**config.mk**
```make
export PLATFORM = sky130hd
export DESIGN_NAME = dual_reader_fifo
export DESIGN_NICKNAME = d
export VERILOG_FILES = /design/src/rtl/core/drf_pkg.sv /design/src/rtl/core/dual_reader_fifo.sv /design/src/rtl/core/drf_ram.sv /design/src/rtl/core/drf_ctrl.sv /design/src/rtl/core/drf_dp.sv
export SDC_FILE = /design/constraint.sdc
export NUM_CORES = 1
export LEC_CHECK = 0
export ABC_CLOCK_PERIOD_IN_PS = 7150
export BUFFER_PORTS_ARGS = -buffer_cell sky130_fd_sc_hd__buf_4
export CELL_PAD_IN_SITES_DETAIL_PLACEMENT = 0
export CELL_PAD_IN_SITES_GLOBAL_PLACEMENT = 1
export CORE_AREA = 2 2 372 374
export DETAILED_ROUTE_END_ITERATION = 12
export DIE_AREA = 0 0 374 376
export PLACE_DENSITY_LB_ADDON = 0.08
export SLEW_MARGIN = 5
export SYNTH_ARGS = -nofsm -noshare
export SYNTH_HDL_FRONTEND = slang
export SYNTH_SLANG_ARGS = --single-unit
```
**constraint.sdc**
```tcl
create_clock -name clk -period 7.15 [get_ports clk]
set_input_delay 1.0725 -clock clk [delete_from_list [all_inputs] [get_ports clk]]
set_output_delay 1.0725 -clock clk [all_outputs]
set_load 0.02 [all_outputs]
```
**src/rtl/core/drf_pkg.sv**
```systemverilog
// Shared types and codes for the two-reader record FIFO.
package drf_pkg;

    // Field widths of one record.
    localparam int ID_W  = 16;
    localparam int PAY_W = 64;
    localparam int REC_W = ID_W + PAY_W;

    // Request kinds carried in the slave-side tuser.
    localparam logic MODE_INSERT = 1'b0;
    localparam logic MODE_REMOVE = 1'b1;

    // Result status codes carried in the master-side tuser.
    typedef enum logic [1:0] {
        ST_OK     = 2'd0,
        ST_NODATA = 2'd1,
        ST_RETRY  = 2'd2,
        ST_FULL   = 2'd3
    } status_t;

    // Commands from the controller to the datapath.
    typedef struct packed {
        logic direct;  // beat answered at once from the control state
        logic fetch;   // remove beat that starts a head read
        logic finish;  // head read data is back, complete the remove
    } cmd_t;

    // Status from the datapath to the controller.
    typedef struct packed {
        logic need_read;  // the offered beat must read the head record
        logic empty;
        logic full;
    } dp_status_t;

endpackage

```
**src/rtl/core/dual_reader_fifo.sv**
```systemverilog
// Top level of the two-reader record FIFO: stream ports, controller and datapath.
// Results are registered; a record-returning remove first passes the RAM's registered read
// port. Throughput: one beat per cycle for inserts and status-only removes while the result
// slot frees; a record-returning remove holds the input while the read port delivers.
// Reset (rst_n, asynchronous, active low) clears pointers, count, read marks, end-of-stream
// and result valid; RAM contents are not cleared and are only read after being written.
module dual_reader_fifo #(
    parameter int DEPTH = 16
) (
    input  logic        clk,
    input  logic        rst_n,
    input  logic        s_tvalid,
    output logic        s_tready,
    input  logic [79:0] s_tdata,   // [15:0] sensor_id, [79:16] record_payload
    input  logic [1:0]  s_tuser,   // [0] mode, [1] consumer
    output logic        m_tvalid,
    input  logic        m_tready,
    output logic [79:0] m_tdata,   // [15:0] out_sensor_id, [79:16] out_payload
    output logic [1:0]  m_tuser    // [1:0] status
);

    drf_pkg::cmd_t       cmd;
    drf_pkg::dp_status_t dp_st;
    drf_pkg::status_t    out_status;

    drf_ctrl u_ctrl (
        .clk      (clk),
        .rst_n    (rst_n),
        .s_tvalid (s_tvalid),
        .s_tready (s_tready),
        .m_tvalid (m_tvalid),
        .m_tready (m_tready),
        .dp_st    (dp_st),
        .cmd      (cmd)
    );

    drf_dp #(
        .DEPTH (DEPTH)
    ) u_dp (
        .clk           (clk),
        .rst_n         (rst_n),
        .cmd           (cmd),
        .dp_st         (dp_st),
        .in_mode       (s_tuser[0]),
        .in_consumer   (s_tuser[1]),
        .in_sensor_id  (s_tdata[15:0]),
        .in_payload    (s_tdata[79:16]),
        .out_status    (out_status),
        .out_sensor_id (m_tdata[15:0]),
        .out_payload   (m_tdata[79:16])
    );

    assign m_tuser = out_status;

    // A record-returning remove blocks the next beat while its head read is in progress.
    a_fetch_stalls: assert property (@(posedge clk) disable iff (!rst_n)
        cmd.fetch |=> !s_tready)
        else $error("input accepted during head read");

    // Every accepted beat yields a result; a head read presents it after the fetch state.
    a_direct_result: assert property (@(posedge clk) disable iff (!rst_n)
        cmd.direct |=> m_tvalid)
        else $error("direct result not presented");

    a_fetch_result: assert property (@(posedge clk) disable iff (!rst_n)
        cmd.fetch |=> ##1 m_tvalid)
        else $error("read result not presented");

    // The FIFO cannot be empty and full at once.
    a_empty_full: assert property (@(posedge clk) disable iff (!rst_n)
        !(dp_st.empty && dp_st.full))
        else $error("fill count inconsistent");

endmodule

```
**src/rtl/core/drf_ram.sv**
```systemverilog
// Generic single-write, single-read RAM with registered read data.
module drf_ram #(
    parameter int WIDTH = 80,
    parameter int DEPTH = 16
) (
    input  logic                     clk,
    input  logic                     wr_en,
    input  logic [$clog2(DEPTH)-1:0] wr_addr,
    input  logic [WIDTH-1:0]         wr_data,
    input  logic                     rd_en,
    input  logic [$clog2(DEPTH)-1:0] rd_addr,
    output logic [WIDTH-1:0]         rd_data
);

    logic [WIDTH-1:0] mem [DEPTH];

    // Write port.
    always_ff @(posedge clk)
    begin
        if (wr_en)
        begin
            mem[wr_addr] <= wr_data;
        end
    end

    // Registered read port.
    always_ff @(posedge clk)
    begin
        if (rd_en)
        begin
            rd_data <= mem[rd_addr];
        end
    end

endmodule

```
**src/rtl/core/drf_ctrl.sv**
```systemverilog
// Controller state machine: beat acceptance, head read sequencing, result valid.
module drf_ctrl (
    input  logic                clk,
    input  logic                rst_n,
    input  logic                s_tvalid,
    output logic                s_tready,
    output logic                m_tvalid,
    input  logic                m_tready,
    input  drf_pkg::dp_status_t dp_st,
    output drf_pkg::cmd_t       cmd
);

    typedef enum logic {
        S_IDLE,
        S_FETCH
    } state_t;

    state_t state_reg, state_next;
    logic   out_valid_reg, out_valid_next;
    logic   take;

    // A new beat is taken only when idle and the result slot frees up this cycle.
    assign s_tready = (state_reg == S_IDLE) && (!out_valid_reg || m_tready);
    assign take     = s_tvalid && s_tready;
    assign m_tvalid = out_valid_reg;

    // Commands to the datapath.
    always_comb
    begin
        cmd.direct = take && !dp_st.need_read;
        cmd.fetch  = take && dp_st.need_read;
        cmd.finish = (state_reg == S_FETCH);
    end

    // Next state and result valid.
    always_comb
    begin
        state_next     = state_reg;
        out_valid_next = out_valid_reg;
        if (m_tready)
        begin
            out_valid_next = 1'b0;
        end
        unique case (state_reg)
            S_IDLE:
            begin
                if (cmd.fetch)
                begin
                    state_next = S_FETCH;
                end
                if (cmd.direct)
                begin
                    out_valid_next = 1'b1;
                end
            end
            S_FETCH:
            begin
                state_next     = S_IDLE;
                out_valid_next = 1'b1;
            end
            default:
            begin
                state_next = S_IDLE;
            end
        endcase
    end

    // State and registered outputs.
    always_ff @(posedge clk or negedge rst_n)
    begin
        if (!rst_n)
        begin
            state_reg     <= S_IDLE;
            out_valid_reg <= 1'b0;
        end
        else
        begin
            state_reg     <= state_next;
            out_valid_reg <= out_valid_next;
        end
    end

endmodule

```
**src/rtl/core/drf_dp.sv**
```systemverilog
// Datapath: record RAM, head and tail pointers, fill count, read marks, result register.
module drf_dp #(
    parameter int DEPTH = 16
) (
    input  logic                      clk,
    input  logic                      rst_n,
    input  drf_pkg::cmd_t             cmd,
    output drf_pkg::dp_status_t       dp_st,
    input  logic                      in_mode,
    input  logic                      in_consumer,
    input  logic [drf_pkg::ID_W-1:0]  in_sensor_id,
    input  logic [drf_pkg::PAY_W-1:0] in_payload,
    output drf_pkg::status_t          out_status,
    output logic [drf_pkg::ID_W-1:0]  out_sensor_id,
    output logic [drf_pkg::PAY_W-1:0] out_payload
);

    localparam int IDX_W = $clog2(DEPTH);
    localparam int CNT_W = $clog2(DEPTH + 1);
    localparam logic [IDX_W-1:0] LAST_SLOT = IDX_W'(DEPTH - 1);
    localparam logic [CNT_W-1:0] FULL_CNT  = CNT_W'(DEPTH);

    logic [IDX_W-1:0] head_reg, head_next;
    logic [IDX_W-1:0] tail_reg, tail_next;
    logic [CNT_W-1:0] count_reg, count_next;
    logic [1:0]       marks_reg, marks_next;
    logic             eos_reg, eos_next;
    logic             who_reg;

    drf_pkg::status_t          status_reg, status_next;
    logic [drf_pkg::ID_W-1:0]  id_reg, id_next;
    logic [drf_pkg::PAY_W-1:0] pay_reg, pay_next;

    logic                      empty, full, wr_en;
    logic [1:0]                in_mark, rd_mark, merged_marks;
    logic [drf_pkg::REC_W-1:0] rd_data;
    logic [drf_pkg::ID_W-1:0]  rd_id;

    // Status toward the controller.
    assign empty   = (count_reg == '0);
    assign full    = (count_reg == FULL_CNT);
    assign in_mark = in_consumer ? 2'b10 : 2'b01;
    always_comb
    begin
        dp_st.empty     = empty;
        dp_st.full      = full;
        dp_st.need_read = (in_mode == drf_pkg::MODE_REMOVE) && !empty
                          && ((marks_reg & in_mark) == 2'b00);
    end

    // Record storage: id in the low bits, payload above.
    assign wr_en = cmd.direct && (in_mode == drf_pkg::MODE_INSERT) && !full;

    drf_ram #(
        .WIDTH (drf_pkg::REC_W),
        .DEPTH (DEPTH)
    ) u_ram (
        .clk     (clk),
        .wr_en   (wr_en),
        .wr_addr (tail_reg),
        .wr_data ({in_payload, in_sensor_id}),
        .rd_en   (cmd.fetch),
        .rd_addr (head_reg),
        .rd_data (rd_data)
    );

    assign rd_id        = rd_data[drf_pkg::ID_W-1:0];
    assign rd_mark      = who_reg ? 2'b10 : 2'b01;
    assign merged_marks = marks_reg | rd_mark;

    // Pointer, mark and result updates.
    always_comb
    begin
        head_next   = head_reg;
        tail_next   = tail_reg;
        count_next  = count_reg;
        marks_next  = marks_reg;
        eos_next    = eos_reg;
        status_next = status_reg;
        id_next     = id_reg;
        pay_next    = pay_reg;
        if (cmd.direct)
        begin
            id_next  = '0;
            pay_next = '0;
            if (in_mode == drf_pkg::MODE_INSERT)
            begin
                if (full)
                begin
                    status_next = drf_pkg::ST_FULL;
                end
                else
                begin
                    status_next = drf_pkg::ST_OK;
                    tail_next   = (tail_reg == LAST_SLOT) ? '0 : tail_reg + 1'b1;
                    count_next  = count_reg + 1'b1;
                end
            end
            else if (empty && eos_reg)
            begin
                status_next = drf_pkg::ST_NODATA;
            end
            else
            begin
                status_next = drf_pkg::ST_RETRY;
            end
        end
        if (cmd.finish)
        begin
            id_next     = rd_id;
            pay_next    = rd_data[drf_pkg::REC_W-1:drf_pkg::ID_W];
            status_next = drf_pkg::ST_OK;
            if (rd_id == '0)
            begin
                eos_next    = 1'b1;
                status_next = drf_pkg::ST_NODATA;
            end
            // Pop the head once both consumers have read it.
            if (merged_marks == 2'b11)
            begin
                marks_next = 2'b00;
                head_next  = (head_reg == LAST_SLOT) ? '0 : head_reg + 1'b1;
                count_next = count_reg - 1'b1;
            end
            else
            begin
                marks_next = merged_marks;
            end
        end
    end

    // Control state.
    always_ff @(posedge clk or negedge rst_n)
    begin
        if (!rst_n)
        begin
            head_reg  <= '0;
            tail_reg  <= '0;
            count_reg <= '0;
            marks_reg <= 2'b00;
            eos_reg   <= 1'b0;
        end
        else
        begin
            head_reg  <= head_next;
            tail_reg  <= tail_next;
            count_reg <= count_next;
            marks_reg <= marks_next;
            eos_reg   <= eos_next;
        end
    end

    // Result registers and the consumer of the pending head read.
    always_ff @(posedge clk)
    begin
        status_reg <= status_next;
        id_reg     <= id_next;
        pay_reg    <= pay_next;
        if (cmd.fetch)
        begin
            who_reg <= in_consumer;
        end
    end

    assign out_status    = status_reg;
    assign out_sensor_id = id_reg;
    assign out_payload   = pay_reg;

endmodule

```
==> qor.csv, run 1 <==
metric;value;unit
post-route minimum period;4.059;ns
Final Routed Wirelength;124800;um
final hold vios;0;
max FFs per register;1280;
initial core utilization;39.78;%
Post-synth EDFFs;1443;
deepest clock path buffer count;3;
cts bufs inserted;159;
CTS Sinks;1461;
Seq. cell area;43790;um2
GPL Wtd Cong;0.6881;
Power Dens Cells;358.7;nW/um2
f_max;246.4;MHz
Max transition margin;20.91;%
critical path required time;7.54;ns
clock input transition at the sequential cells of the worst setup and hold paths;0.06;ns
worst skew pair latency;0.77;ns
WL per Instance;27.73;um
biggest area consumer among synthesized cells;edfxtp_1;
antenna violations before repair;10;
IO Pins;170;
post-synth top area share;79.72;%
# setup viols final;0;
synth warn;0;
syn avg cell area;23.31;um2
clock skew;0.01798;ns
row count;136;
mapped cell area;54350;um2
Vias;24385;
predominant post-synthesis flop cell;edfxtp_1;
Setup Crit Path Kind;reg2reg;
area of the multi-input gates;10030;um2
commonest cells after routing, fill and taps aside;1,443 x edfxtp_1, 320 x mux4_2, 203 x buf_4;
max-slew violation count;0;
Final Util;45.87;%
synthesized net count;2425;
CP Max Fanout;91;
buffer type at the clock tree root;clkbuf_16;
core area;136600;um2
Area contributors post-synth;edfxtp_1 80%, mux4_2 13%, a22oi_1 2.2%;
max_cap viols;0;
DIE AREA;140600;um2
Antenna Nets Post-Route;0;
Final #Nets;2673;
period utilization;56.77;%
GRT Total Usage;17.90;%
post_cts resized;0;
outcome;complete, no violations;
Tot Pwr;22.48;mW
register area share after synthesis;80.55;%
distinct cell type count after synthesis;42;
Mapped Cells;2332;
first-pass GRT wire length;182400;um
Area after DPL;57720;um2
leak pwr;19.80;nW
post-cts hold buffer count;0;
synthesis-stage register bit count;1461;
Avg Vias per Cell;5.420;
worst hold path type;in2async;
Post-synth ARST share;1.232;%
hold slack;0.1796;ns
RSZ-0062 raised after global routing;no;
Fill cells;11370;
ratio of cells with drive above 1 in the final layout;28.38;%
Worst setup SP type;flip-flop;
Reg with most FFs;u_dp.u_ram.mem;
DRT iter0 DRCs;1959;
WP data arrival;4.45;ns
commonest non-fill, non-tap cell in the layout;edfxtp_1;
Max H-tree Level;4;
final instance area;62670;um2
Critical Path Sink Type;flip-flop;
Port-buffer cells;169;
Post-CTS Setup Inserts;0;
total gr overflow;0;
Area Growth Syn to Fin;15.30;%
worst-margin pin slew;1.186;ns
R2R cell count;6;
First-pass DRT Iterations;5;
number of global-route vias before repair;26155;
pin count of the biggest net entering global routing;123;
drt drc;0;
Peak VDD IR;0.3002;mV
Die H;376;um
CTS tree;yes;
Die Width;374;um
HPWL Detailed;67000;um
==> synthesized netlist by cell type, types with 5 or more instances <==
cell type / count
buf_2: 18
a22oi_1: 160
nand2_1: 90
mux4_2: 320
nor2_1: 5
xnor2_1: 5
nand3b_1: 5
buf_4: 11
dfrtp_1: 18
and2_1: 90
buf_1: 17
ha_1: 7
buf_6: 13
nand3_1: 5
inv_1: 8
edfxtp_1: 1443
nor3b_1: 6
clkbuf_1: 62
==> worst max-delay path: stages, from the launching register on <==
cell,delay (ns)
dfrtp_4,0.83
nand2b_1,0.39
nor4b_2,0.25
buf_4,0.24
nor3b_1,0.43
and2_4,0.63
buf_4,0.76
==> logic make-up (layout without fill, tap and decap cells) <==
family          after synthesis  count (layout)  share of synthesized area, %
fa+ha+maj                     7               7                        0.1611
buf+inv                     129             500                         1.188
flops                      1461            1461                         80.55
other cells                   0               2                             0
xor+xnor                      5               5                       0.08057
compound gates              179             179                         2.454
mux                         325             325                         13.36
simple gates                226             226                         2.205
==> routing by layer <==
layer,part of all wire (%),up-vias,wire length (um),track usage (%)
li1,-,10375,-,-
met1,45,13252,55930,25.15
met2,48,574,59920,28.65
met3,5.0,176,6257,3.409
met4,2.1,8,2614,5.156
met5,0.038,-,47,0
==> final timing paths <==
check                                           start                               to  slack [ns]
max                        u_ctrl.state_reg$_DFF_PN0_  u_dp.u_ram.mem[0][36]$_DFFE_PP_        3.09
min in group clk                           s_tuser[1]           u_dp.who_reg$_DFFE_PP_        0.50
max reg2reg                u_ctrl.state_reg$_DFF_PN0_  u_dp.u_ram.mem[0][36]$_DFFE_PP_        3.09
max in group asynchronous                       rst_n     u_dp.head_reg[1]$_DFFE_PN0P_        6.72
min                                             rst_n    u_dp.marks_reg[1]$_DFFE_PN0P_        0.18
min reg2reg                  u_dp.eos_reg$_DFFE_PN0P_         u_dp.eos_reg$_DFFE_PN0P_        0.52
==> power by group <==
| group | switching (mW) | internal, mW |
|---|---|---|
| registers | 0.304 | 10.1 |
| clock network | 3.22 | 4.59 |
| logic | 2.25 | 2.06 |
==> stage by stage <==
step                      setup slack [ns]  cells  TNS, ns
after floorplan                     -1.094   2332  -315.34
after global placement               2.992   4213        0
after detailed placement             2.866   4213        0
after CTS                            2.905   4497        0
after global routing                 2.776   4498        0
final                                3.091   4499        0
==> cell type report <==
cell class	instances	share of cell area, %
timing repair buffer	208	2.591
inverter	8	0.04791
clock inverter	77	0.9982
clock buffer	207	6.890
multi-input combinational	742	16.01
tap	1794	3.582
sequential	1461	69.88
antenna	2	0.007986
Note: power is estimated with default switching activity, not from simulation.
==> inputs of run 2 (changes only) <==
- ABC_AREA: not set -> 1
- ABC_CLOCK_PERIOD_IN_PS: 7150 -> 3300
- CORE_AREA: 2 2 372 374 -> 2 2 381 383
- DIE_AREA: 0 0 374 376 -> 0 0 383 385
- clock period: 7.15 -> 3.3 ns (I/O delays scaled with it)
==> run 2 against run 1 <==
Compared with the run above: clock power up 120%; critical endpoint is now u_dp.u_ram.mem[7][4]$_DFFE_PP_; cell count increased by 43%; fmax is 36% higher; highest routed layer unchanged; sequential cell count stayed put; non-clock buffer count rose by 100; global-route usage rose by 3.5 points.
==> qor.csv, run 2 <==
metric;value;unit;change
synthesized net count;4313;;was 2,425
syn avg cell area;13.48;um2;was 23.31 um2
pin count of the biggest net entering global routing;158;;was 123
Avg Vias per Cell;5.308;;was 5.420
P_int;35.61;mW;was 16.70 mW
Mapped Cells;4220;;was 2,332
Comb pwr share;26.5;%;was 19.2%
worst hold path type;in2reg;;was in2async
core area;143100;um2;was 136,600 um2
switching part of the total power;33.16;%;was 25.69%
Worst setup SP type;flip-flop;;unchanged
first-pass GRT wire length;232200;um;was 182,400 um
Largest stage delay, worst path;0.46;ns;was 0.83 ns
Area after DPL;61020;um2;was 57,720 um2
biggest area consumer among synthesized cells;edfxtp_1;;unchanged
f_max;334.2;MHz;was 246.4 MHz
antenna violations before repair;5;;was 10
Port-buffer cells;169;;unchanged
row count;139;;was 136
XOR/XNOR share of the synthesized area;0.07698;%;was 0.08057%
Peak VDD IR;0.6403;mV;was 0.3002 mV
First-pass DRT Iterations;5;;unchanged
NetSw;17.67;mW;was 5.776 mW
Die Width;383;um;was 374 um
deepest clock path buffer count;3;;unchanged
predominant post-synthesis flop cell;edfxtp_1;;unchanged
IO Pins;170;;unchanged
final instance area;66130;um2;was 62,670 um2
sequential share of power;41.7;%;was 46.1%
max-slew violation count;0;;unchanged
cts bufs inserted;161;;was 159
Setup Crit Path Kind;reg2reg;;unchanged
outcome;complete, no violations;;unchanged
Post-Synth Simple-Gate Area;7.757;%;was 2.205%
commonest cells after routing, fill and taps aside;1,443 x edfxtp_1, 685 x nor2_1, 637 x o21ai_0;;was 1,443 x edfxtp_1, 320 x mux4_2, 203 x buf_4
initial core utilization;39.75;%;was 39.78%
Fill cells;12795;;was 11.37k
number of global-route vias before repair;33428;;was 26.16k
cell mode on critical path;nand2_2;;was buf_4
post-route minimum period;2.992;ns;was 4.059 ns
leak pwr;22.38;nW;was 19.80 nW
period utilization;90.67;%;was 56.77%
DRT iter0 DRCs;2704;;was 1,959
Power Dens Cells;805.7;nW/um2;was 358.7 nW/um2
CTS Sinks;1461;;unchanged
HPWL Detailed;86810;um;was 67,000 um
count leader, synth;edfxtp_1;;unchanged
n_diodes;0;;was 2
Tot Pwr;53.28;mW;was 22.48 mW
Max H-tree Level;4;;unchanged
commonest non-fill, non-tap cell in the layout;edfxtp_1;;unchanged
GRT Total Usage;21.39;%;was 17.90%
worst skew pair latency;0.79;ns;was 0.77 ns
Antenna Nets Post-Route;0;;unchanged
RSZ-0062 raised after global routing;no;;unchanged
ratio of cells with drive above 1 in the final layout;11.77;%;was 28.38%
worst-margin pin slew;1.076;ns;was 1.186 ns
Synth Area in Adders;0.1540;%;was 0.1611%
Post-synth EDFFs;1443;;unchanged
Max transition margin;28.26;%;was 20.91%
distinct cell type count after synthesis;26;;was 42
mapped cell area;56890;um2;was 54,350 um2
post-synth top area share;76.17;%;was 79.72%
Synth Area in Compound Gates;11.24;%;was 2.454%
Clk network pwr share;31.9;%;was 34.8%
WP data arrival;3.45;ns;was 4.45 ns
critical path required time;3.76;ns;was 7.54 ns
synthesis-stage register bit count;1461;;unchanged
Die H;385;um;was 376 um
Critical Path Sink Type;flip-flop;;unchanged
Final Routed Wirelength;157600;um;was 124,800 um
# setup viols final;0;;unchanged
crit path buf inv count;2;;unchanged
Post-CTS Setup Inserts;0;;unchanged
GPL Wtd Cong;0.7616;;was 0.6881
clock skew;0.02656;ns;was 0.01798 ns
Reg with most FFs;u_dp.u_ram.mem;;unchanged
main combinational cell family by area after synthesis;compound AO/OA/AOI/OAI gates;;was multiplexers
drt drc;0;;unchanged
register area share after synthesis;76.96;%;was 80.55%
CP Cell Sequence;inv_1 > ha_2 > nand3_2 > nand2_2 > nand2_2 > nor2_2 > nand2_1 > nor2_4 > buf_12;;was nand2b_1 > nor4b_2 > buf_4 > nor3b_1 > and2_4 > buf_4
critical path's slowest cell;nor2_4;;was dfrtp_4
CTS tree;yes;;unchanged
post-synthesis mux area share;0;%;was 13.36%
synth warn;0;;unchanged
clock input transition at the sequential cells of the worst setup and hold paths;0.06;ns;about the same
Area contributors post-synth;edfxtp_1 76%, o21ai_0 5.6%, nor2_1 4.6%;;was edfxtp_1 80%, mux4_2 13%, a22oi_1 2.2%
buffer type at the clock tree root;clkbuf_16;;unchanged
WL per Instance;24.47;um;was 27.73 um
CP Max Fanout;28;;was 91
Vias;34191;;was 24.39k
cell family with the largest share of critical-path delay;simple AND/OR/NAND/NOR gates;;unchanged
max_cap viols;0;;unchanged
DIE AREA;147500;um2;was 140,600 um2
max FFs per register;1280;;unchanged
synth cell count leaders;1,443 x edfxtp_1, 701 x nor2_1, 637 x o21ai_0;;was 1,443 x edfxtp_1, 320 x mux4_2, 160 x a22oi_1
Area Growth Syn to Fin;16.24;%;was 15.30%
Final #Nets;4509;;was 2,673
Post-synth ARST share;1.232;%;unchanged
final hold vios;0;;unchanged
total gr overflow;0;;unchanged
==> run 2: cell count changes after synthesis, moves of 177 or more <==
| cell | previous run | this run |
|---|---|---|
| o211ai_1 | 0 | 320 |
| inv_1 | 8 | 245 |
| nor2_1 | 5 | 701 |
| o21ai_0 | 4 | 637 |
| nand3_1 | 5 | 182 |
| mux4_2 | 320 | 0 |
==> run 2: power groups by stage <==
stage	registers (mW)	logic [mW]	clock network, mW
final	22.2	14.1	17.0
after global routing	22.3	15.7	18.1
after CTS	22.2	14.4	17.4
after detailed placement	22.6	14.3	0
after global placement	22.6	14.3	0
after floorplan	22.7	8.31	0
==> run 2: final cells by class <==
type | count | area, um2 | area share (%)
Clock buffer | 218 | 4389 | 6.638
Clock inverter | 67 | 540.5 | 0.8174
Inverter | 250 | 958.4 | 1.449
Multi-Input combinational cell | 2234 | 11090 | 16.77
Sequential cell | 1461 | 43800 | 66.24
Tap cell | 1903 | 2381 | 3.601
Timing Repair Buffer | 308 | 2970 | 4.492
==> run 2: final timing paths <==
check | startpoint | endpoint | slack (ns) | depth (start not counted)
worst max-delay path | u_dp.count_reg[0]$_DFF_PN0_ | u_dp.u_ram.mem[7][4]$_DFFE_PP_ | 0.31 | 9
worst min-delay path | s_tdata[38] | u_dp.u_ram.mem[1][38]$_DFFE_PP_ | 0.06 | 1
worst max register to register | u_dp.count_reg[0]$_DFF_PN0_ | u_dp.u_ram.mem[7][4]$_DFFE_PP_ | 0.31 | 9
worst min register to register | u_dp.eos_reg$_DFFE_PN0P_ | u_dp.eos_reg$_DFFE_PN0P_ | 0.47 | 2
max in group asynchronous | rst_n | u_dp.head_reg[0]$_DFFE_PN0P_ | 2.90 | 2
min in group asynchronous | rst_n | u_dp.marks_reg[1]$_DFFE_PN0P_ | 0.13 | 2
==> run 2: cells by family (layout without fill, tap and decap cells) <==
kind of cell,after synthesis,after routing
AO/OA/AOI/OAI,1117,1117
adder cells (fa/ha/maj),7,7
buffers and inverters,525,843
AND/OR/NAND/NOR,1105,1105
XOR/XNOR,5,5
flip-flops,1461,1461
==> run 2: metrics by stage <==
step	cells	TNS, ns	util, %	setup WS, ns	hold WS, ns
after global placement	6138	0	42.63	0.2850	0.4075
final	6441	0	46.20	0.3077	0.06217
after detailed placement	6138	0	42.63	0.2865	0.4024
after floorplan	4220	-836.21	-	-0.6925	0.1994
after global routing	6441	0	46.20	0.06199	0.03822
after CTS	6441	0	46.20	0.2384	0.001687
==> run 2: metal layers <==
layer,part of all wire (%),global-route usage (%)
met1,48,32.09
met2,45,32.76
met3,5.1,3.305
met4,1.6,4.943
met5,0.0082,0
==> run 2: timing repair <==
item                      in CTS  in global routing
resized for setup              0                  0
hold buffers                  18                  0
hold endpoints to repair     193                  0
==> inputs of run 3 (changes only) <==
- CORE_AREA: 2 2 381 383 -> 2 2 351 353
- DIE_AREA: 0 0 383 385 -> 0 0 353 355
==> run 3 against run 2 <==
Compared with the run above: die area fell by 15%; via count shrank 1.5%; design area shrank 1.3%; count of clock-buffer cells in the layout fell by 18; register-to-register slack better by 0.03 ns; largest cell class unchanged; largest power group unchanged.
==> qor.csv, run 3 (synthesis results as in run 2) <==
metric;value;unit;change
Max transition margin;45.36;%;was 28.26%
Cells after DPL;5829;;was 6,138
total gr overflow;0;;unchanged
Critical Path Sink Type;flip-flop;;unchanged
max_cap viols;0;;unchanged
Hold Path Stages;1;;unchanged
pin count of the biggest net entering global routing;167;;was 158
Area Growth Syn to Fin;14.69;%;was 16.24%
Avg Vias per Cell;5.518;;was 5.308
critical path required time;3.67;ns;was 3.76 ns
Worst setup SP type;flip-flop;;unchanged
Power Dens Cells;797.3;nW/um2;was 805.7 nW/um2
first-pass GRT wire length;212000;um;was 232,200 um
HPWL Detailed;76300;um;was 86,810 um
DIE AREA;125300;um2;was 147,500 um2
DRT iter0 DRCs;3012;;was 2,704
Post-CTS Setup Inserts;0;;unchanged
Non-Filler Instances;6106;;was 6,441
worst skew pair latency;0.75;ns;was 0.79 ns
antenna violations before repair;2;;was 5
number of global-route vias before repair;32159;;was 33.43k
initial core utilization;46.86;%;was 39.75%
Setup Crit Path Kind;reg2reg;;unchanged
CP Max Fanout;32;;was 28
worst hold path type;in2reg;;unchanged
hold path start;s_tdata[51];;was s_tdata[38]
max FFs per register;1280;;unchanged
clock skew;0.02230;ns;was 0.02656 ns
Die Width;353;um;was 383 um
deepest clock path buffer count;3;;unchanged
post-route minimum period;2.959;ns;was 2.992 ns
Vias;33693;;was 34.19k
Port-buffer cells;169;;unchanged
clock input transition at the sequential cells of the worst setup and hold paths;0.06;ns;about the same
drt drc;0;;unchanged
ratio of cells with drive above 1 in the final layout;10.98;%;was 11.77%
GRT Total Usage;22.45;%;was 21.39%
WL per Instance;23.17;um;was 24.47 um
core area;121400;um2;was 143,100 um2
R2R cell count;9;;unchanged
Final Routed Wirelength;141500;um;was 157,600 um
post_cts resized;0;;unchanged
commonest cells after routing, fill and taps aside;1,443 x edfxtp_1, 685 x nor2_1, 637 x o21ai_0;;unchanged
row count;128;;was 139
f_max;337.9;MHz;was 334.2 MHz
critical register-to-register path startpoint;u_dp.count_reg[0]$_DFF_PN0_;;unchanged
period utilization;89.68;%;was 90.67%
IO Pins;170;;unchanged
CTS Sinks;1461;;unchanged
First-pass DRT Iterations;5;;unchanged
outcome;complete, no violations;;unchanged
final hold vios;0;;unchanged
leak pwr;22.09;nW;was 22.38 nW
Die H;355;um;was 385 um
Peak VDD IR;0.7387;mV;was 0.6403 mV
Antenna Nets Post-Route;0;;unchanged
Reg with most FFs;u_dp.u_ram.mem;;unchanged
RSZ-0062 raised after global routing;no;;unchanged
max-slew violation count;0;;unchanged
# setup viols final;0;;unchanged
buffer type at the clock tree root;clkbuf_16;;unchanged
CTS tree;yes;;unchanged
Final #Nets;4456;;was 4,509
commonest non-fill, non-tap cell in the layout;edfxtp_1;;unchanged
WP data arrival;3.33;ns;was 3.45 ns
origin of the worst setup path;u_dp.count_reg[0]$_DFF_PN0_;;unchanged
Tot Pwr;52.02;mW;was 53.28 mW
Max H-tree Level;4;;unchanged
cts bufs inserted;154;;was 161
worst-margin pin slew;0.8196;ns;was 1.076 ns
GPL Wtd Cong;0.7587;;was 0.7616
-- run 3: worst max-delay path, cell delays in order (launching register included) --
cell	delay [ns]
dfrtp_1	0.41
inv_1	0.11
ha_2	0.24
nand3_2	0.12
nand2_2	0.18
nand2_2	0.16
nor2_2	0.39
nand2_2	0.25
nor2_4	0.18
buf_4	0.52
-- run 3: power by group --
| group | internal (mW) | leakage (nW) | switching (mW) |
|---|---|---|---|
| clock network | 9.76 | 2.35 | 6.92 |
| logic | 3.89 | 6.47 | 9.23 |
| registers | 21.7 | 13.3 | 0.501 |
-- run 3: area by class of cell --
cell class	instances	area, um2
Fill cell	10205	56150
Multi-Input combinational cell	2234	11090
Antenna cell	2	5.005
Timing Repair Buffer	262	2537
Inverter	250	958.4
Tap cell	1625	2033
Clock buffer	200	4185
Clock inverter	72	639.4
Sequential cell	1461	43800
-- run 3: repair_timing --
| item | in CTS | in global routing |
|---|---|---|
| setup endpoints to repair | 0 | 0 |
| hold endpoints to repair | 20 | 0 |
| hold buffers | 3 | 0 |
-- run 3: through the flow --
stage | utilization, % | setup slack (ns) | setup TNS [ns] | area, um2 | hold slack, ns
6_report | 53.75 | 0.3405 | 0 | 65250 | 0.07268
5_1_grt | 53.74 | 0.1330 | 0 | 65240 | 0.05023
4_1_cts | 53.74 | 0.2914 | 0 | 65240 | 0.01577
3_5_place_dp | 49.74 | 0.3162 | 0 | 60390 | 0.3961
3_3_place_gp | 49.74 | 0.3583 | 0 | 60390 | 0.3934
2_1_floorplan | - | -0.6925 | -836.21 | 56950 | 0.1994
-- run 3: worst paths after layout --
check	slack [ns]	endpoint
setup / recovery	0.34	u_dp.u_ram.mem[5][62]$_DFFE_PP_
hold reg to reg	0.46	u_dp.eos_reg$_DFFE_PN0P_
setup reg to reg	0.34	u_dp.u_ram.mem[5][62]$_DFFE_PP_
hold / removal	0.07	u_dp.u_ram.mem[12][51]$_DFFE_PP_
max in group asynchronous	2.86	u_dp.head_reg[0]$_DFFE_PN0P_
min in group asynchronous	0.18	u_ctrl.m_tvalid$_DFFE_PN0P_
-- run 3: metal layers --
metal	share of wire [%]	wire, um	global-route usage (%)
met3	5.0	7083	3.159
met2	46	64880	34.64
met5	0.0078	11	0
met4	1.6	2281	5.174
met1	48	67230	33.98
